<file path="config.mk">
export PLATFORM = sky130hd
export DESIGN_NAME = swa_ctrl
export DESIGN_NICKNAME = d
export VERILOG_FILES = /design/src/hw/rtl/swa_pkg.sv /design/src/hw/rtl/swa_ctrl.sv
export SDC_FILE = /design/constraint.sdc
export NUM_CORES = 1
export LEC_CHECK = 0
export BUFFER_PORTS_ARGS = -buffer_cell sky130_fd_sc_hd__buf_2
export CORE_AREA = 2 2 39 41
export DETAILED_ROUTE_END_ITERATION = 12
export DIE_AREA = 0 0 41 43
export PLACE_DENSITY = 0.3
export SKIP_LAST_GASP = 1
export SYNTH_ARGS = -nofsm -noshare
export SYNTH_HDL_FRONTEND = slang
export SYNTH_SLANG_ARGS = --single-unit
</file>
<file path="constraint.sdc">
create_clock -name clk -period 1.1 [get_ports clk]
set_input_delay 0.11 -clock clk [delete_from_list [all_inputs] [get_ports clk]]
set_output_delay 0.11 -clock clk [all_outputs]
set_load 0.02 [all_outputs]
</file>
<file path="src/hw/rtl/swa_pkg.sv">
`timescale 1ns / 1ps
`default_nettype none

package swa_pkg;

  localparam int SLOTS     = 256;
  localparam int ADDR_W    = 8;
  localparam int WORD_W    = 32;
  localparam int CNT_W     = 9;
  localparam int SLOT_W    = $clog2(SLOTS);
  localparam int GROUP_W   = 16;
  localparam int GROUPS    = SLOTS / GROUP_W;
  localparam int GRP_IDX_W = (GROUPS > 1) ? $clog2(GROUPS) : 1;
  localparam int GRP_BIT_W = $clog2(GROUP_W);

  typedef enum logic [1:0] {
    CMD_READ  = 2'd0,
    CMD_WRITE = 2'd1,
    CMD_ALLOC = 2'd2,
    CMD_FREE  = 2'd3
  } cmd_t;

  typedef enum logic [1:0] {
    ST_IDLE,
    ST_EXEC,
    ST_PICK,
    ST_RESP
  } state_t;

  // Controller to datapath.
  typedef struct packed {
    logic capture;
    logic exec;
    logic pick;
  } swa_ctl_t;

  // Datapath to controller.
  typedef struct packed {
    cmd_t req_cmd;
  } swa_stat_t;

endpackage

`default_nettype wire

</file>
<file path="src/hw/rtl/swa_ctrl.sv">
`timescale 1ns / 1ps
`default_nettype none

module swa_ctrl (
  input  logic               clk,
  input  logic               rst,
  input  logic               in_valid,
  output logic               in_ready,
  output logic               out_valid,
  input  logic               out_ready,
  input  swa_pkg::swa_stat_t stat,
  output swa_pkg::swa_ctl_t  ctl
);
  import swa_pkg::*;

  state_t state;
  state_t state_next;

  always_ff @(posedge clk) begin
    if (rst) begin
      state <= ST_IDLE;
    end else begin
      state <= state_next;
    end
  end

  always_comb begin
    state_next = state;
    case (state)
      ST_IDLE: begin
        if (in_valid) state_next = ST_EXEC;
      end
      ST_EXEC: begin
        case (stat.req_cmd)
          CMD_ALLOC: state_next = ST_PICK;
          CMD_FREE:  state_next = ST_IDLE;
          default:   state_next = ST_RESP;
        endcase
      end
      ST_PICK: begin
        state_next = ST_RESP;
      end
      ST_RESP: begin
        if (out_ready) state_next = ST_IDLE;
      end
      default: begin
        state_next = ST_IDLE;
      end
    endcase
  end

  always_comb begin
    in_ready    = 1'b0;
    out_valid   = 1'b0;
    ctl.capture = 1'b0;
    ctl.exec    = 1'b0;
    ctl.pick    = 1'b0;
    case (state)
      ST_IDLE: begin
        in_ready    = 1'b1;
        ctl.capture = in_valid;
      end
      ST_EXEC: begin
        ctl.exec = 1'b1;
      end
      ST_PICK: begin
        ctl.pick = 1'b1;
      end
      ST_RESP: begin
        out_valid = 1'b1;
      end
      default: begin
        in_ready = 1'b0;
      end
    endcase
  end

endmodule

`default_nettype wire

</file>
# Word-level counts from Yosys, hierarchy flattened
# Index checks and enable logic that the tools add are counted.
dict set report totals {
  word_cells 19
  reg_bits 2
  inputBits 6
}
dict set report op_classes {
  n_eq_ne 7
  n_mux 9
  n_reduce_logical 2
}
# cell count
set ops {}
lappend ops {{$eq A2 B2 Y1 const B} 4}
lappend ops {{$pmux W2 S4} 1}
lappend ops {{$mux W1} 5}
lappend ops {{$mux W2} 2}
lappend ops {{$ne A2 B2 Y1 const B} 2}
lappend ops {{$pmux W2 S2} 1}
lappend ops {{$eq A2 B1 Y1 const B} 1}
lappend ops {{$logic_not A2 Y1} 1}
lappend ops {{$reduce_and A2 Y1} 1}

# Logic depth before layout (Yosys ltp)
dict set report logic_depth {
  depth_word 3
  ltp_mapped 3
}

# Least setup slack after synthesis
# Ideal clock, no wire load.
dict set report synth_path {
  path_kind {flip-flop to flip-flop}
  startpoint {reg state[0]}
  endpoint {reg with a tool-made name}
  stages_incl_launch_ff 4
  path_buffers 0
  arrival_time_ps 1027
  required_time_ps 1034
  setup_slack_ps 7
  cell_sequence {dfxtp_1 nor2b_1 a22oi_1 nor2_1}
}
# element line_no
set synth_rtl {}
lappend synth_rtl {{from (decl)} swa_ctrl.sv:16} ;# state_t state;
lappend synth_rtl {{from (signal assigned)} swa_ctrl.sv:23} ;# state <= state_next;

==> results by group <==
Run status
  • Status: completed

Global route
  • Number of global-route vias before repair: about 120
  • Global routing usage on met1: 0.0447
  • GRT Total Usage: 0.0471
  • Grt total ovfl: 0
  • M3 GR Usage: 0.0628
  • Global-route wire length before repair: 448 um
  • Largest net degree at the start of global routing: 8
  • Initial antenna violation count: 0
  • GRT met2 Usage: 0.0375
  • Most used routing layer: met3

Floorplanning
  • Die footprint: 1760 um^2
  • Rows: 14
  • Die Span Y: 43 um
  • Core area: 1380 um^2
  • Starting density of the core: 0.0868
  • Boundary Pins: 11
  • Die X: 41 um

Route
  • Number of DRC markers in iteration 0: 2
  • Post-route DRC: 0
  • Final WL: 340 um
  • Routed Antenna Nets: 0
  • Via count: 145
  • Wire per inst: 7.91 um
  • Drt pass-1 iters: 2
  • Drt via density: 3.37

Critical path
  • Worst Setup Start Kind: flip-flop
  • R2R Path End: state[0]$_SDFFE_PP0P_
  • Class of the most critical setup path: reg -> out
  • Req. time, crit path: 990 ps
  • Crit Path Max Fanout: 7
  • R2R depth: 2
  • Internal reg-to-reg setup slack: roughly 130 ps
  • CP max stage delay: approximately 360 ps
  • Slowest stage cell on the critical path: dfxtp_4
  • CP top delay family: flip-flops
  • Worst setup EP type: primary output
  • WP data arrival: 930 ps
  • Cell Chain, Critical Path: nor2_4, and2_4, buf_6
  • Worst path bufs/invs: 1

Finish
  • Layout cells sized above 1: 0.741
  • Non-filler cells in the finished layout: 43
  • P&R area growth vs syn: 101%
  • Nets: 35
  • Commonest non-fill, non-tap cell in the layout: buf_2
  • Ant. Diodes: 0
  • Most frequent cells in the layout: buf_2 (8), clkbuf_4 (3), nand2_1 (2), dfxtp_4 (2)

Timing
  • Tcrit/Tclk final: 0.942
  • Fin Setup TNS: 0 ps
  • Final hold viol count: 0
  • RSZ-0062 raised after global routing: false
  • F_max: 965 MHz
  • Final setup viols: 0
  • Minimum clock period: 1040 ps
  • Final Skew: 1.22 ps
  • Final setup margin: 63.7 ps
  • Final hold slack: 59.7 ps
  • Worst slew pin tran: 202 ps
  • Slew HR: 0.864
  • Fin. max-slew vios: 0

Clock tree
  • Clk_lat worst skew: about 220 ps
  • Post CTS Setup Buffer Count: 0
  • Clock tree from TritonCTS: done
  • Post-CTS sizing: 3
  • Clock tree sinks: 2
  • CTS root buf: clkbuf_4
  • Post-CTS Hold Fix Bufs: 0
  • CTS clk-pin slew, worst paths: 30 ps
  • CTS Buf Count: 3
  • H-tree depth: 1
  • Clock buffer depth: 2

Pwr
  • Pwr per Cell Area: 1500 nW/um^2
  • Final Power: between 300 and 400 uW
  • VDD IR max: between 0.0004 and 0.0005 V
  • P_leak: 0.112 nW

Min path
  • WHS Endpoint: state[0]$_SDFFE_PP0P_
  • Hold_sp: rst
  • Hold Crit Depth: 2
  • Worst min path class: in -> reg

Synthesis
  • Leading area contributor after synthesis: dfxtp_1
  • Cells after synthesis: 14
  • Post-synth top area share: 0.333
  • Cell area after synthesis: 120 um^2
  • Syn avg cell area: between 8 and 9 um^2
  • Sequential share of the synthesized area: 0.333
  • Distinct cells, synth: 9
  • Post-Syn Nets: 20
  • Yosys warning total: 0
  • Yosys reg bits: 2
  • Largest cells by area after synthesis: dfxtp_1 (33%), mux2_4 (13%), a211oi_2 (10%)

Placed design
  • Port bufs: 10
  • DP Worst Slack: just under 70 ps
  • RePlAce Congestion: 0.575
  • Placed cells: 40

Run
  • Max_cap viols: 0
layer usage:
metal / wire length, um / vias to the layer above
li1: - / 74
met1: 165 / 58
met2: 105 / 11
met3: 62 / 2
met4: 6 / 0
met5: 0 / -
synthesized netlist by cell type:
library cell  number
dfxtp_1            2
nand2_1            2
mux2_4             1
and2_1             2
nor2_1             2
a22oi_1            1
nor3_1             1
nor2b_1            2
a211oi_2           1
cell families after synthesis:
| family | synth area share |
|---|---|
| simple gates | 0.375 |
| flops | 0.333 |
| compound gates | 0.167 |
| mux | 0.125 |
worst max-delay path by stage:
stage          depth (start not counted)                   from  slack [ps]                     to
3_3_place_gp                           2              flip-flop          90  state[0]$_SDFFE_PP0P_
6_report                               3  state[0]$_SDFFE_PP0P_          60                 ctl[2]
3_5_place_dp                           2              flip-flop          70  state[0]$_SDFFE_PP0P_
4_1_cts                                3  state[0]$_SDFFE_PP0P_           7                 ctl[2]
5_1_grt                                2  state[0]$_SDFFE_PP0P_          10                 ctl[1]
2_1_floorplan                          3  state[0]$_SDFFE_PP0P_           7              flip-flop
final cells by class:
class | count | area, um^2
clock buffers | 3 | 22.5
fillers | 162 | 1140
multi-input cells | 12 | 92.6
flip-flops and latches | 2 | 47.5
well taps | 16 | 20.0
repair buffers | 10 | 58.8
power breakdown:
| group | internal (mW) | leakage, nW | switching, mW |
|---|---|---|---|
| sequential | 0.0821 | 0.0178 | 0.0168 |
| combinational | 0.0554 | 0.0808 | 0.0504 |
| clock | 0.120 | 0.0138 | 0.0384 |
| total | 0.258 | 0.112 | 0.106 |
stage by stage:
stage	instance area (um^2)	utilization
finish	241	0.175
global route	241	0.175
CTS	218	0.157
detailed placement	190	0.137
global placement	190	0.137
floorplan	120	-
Power figures use the tool's default switching activity.
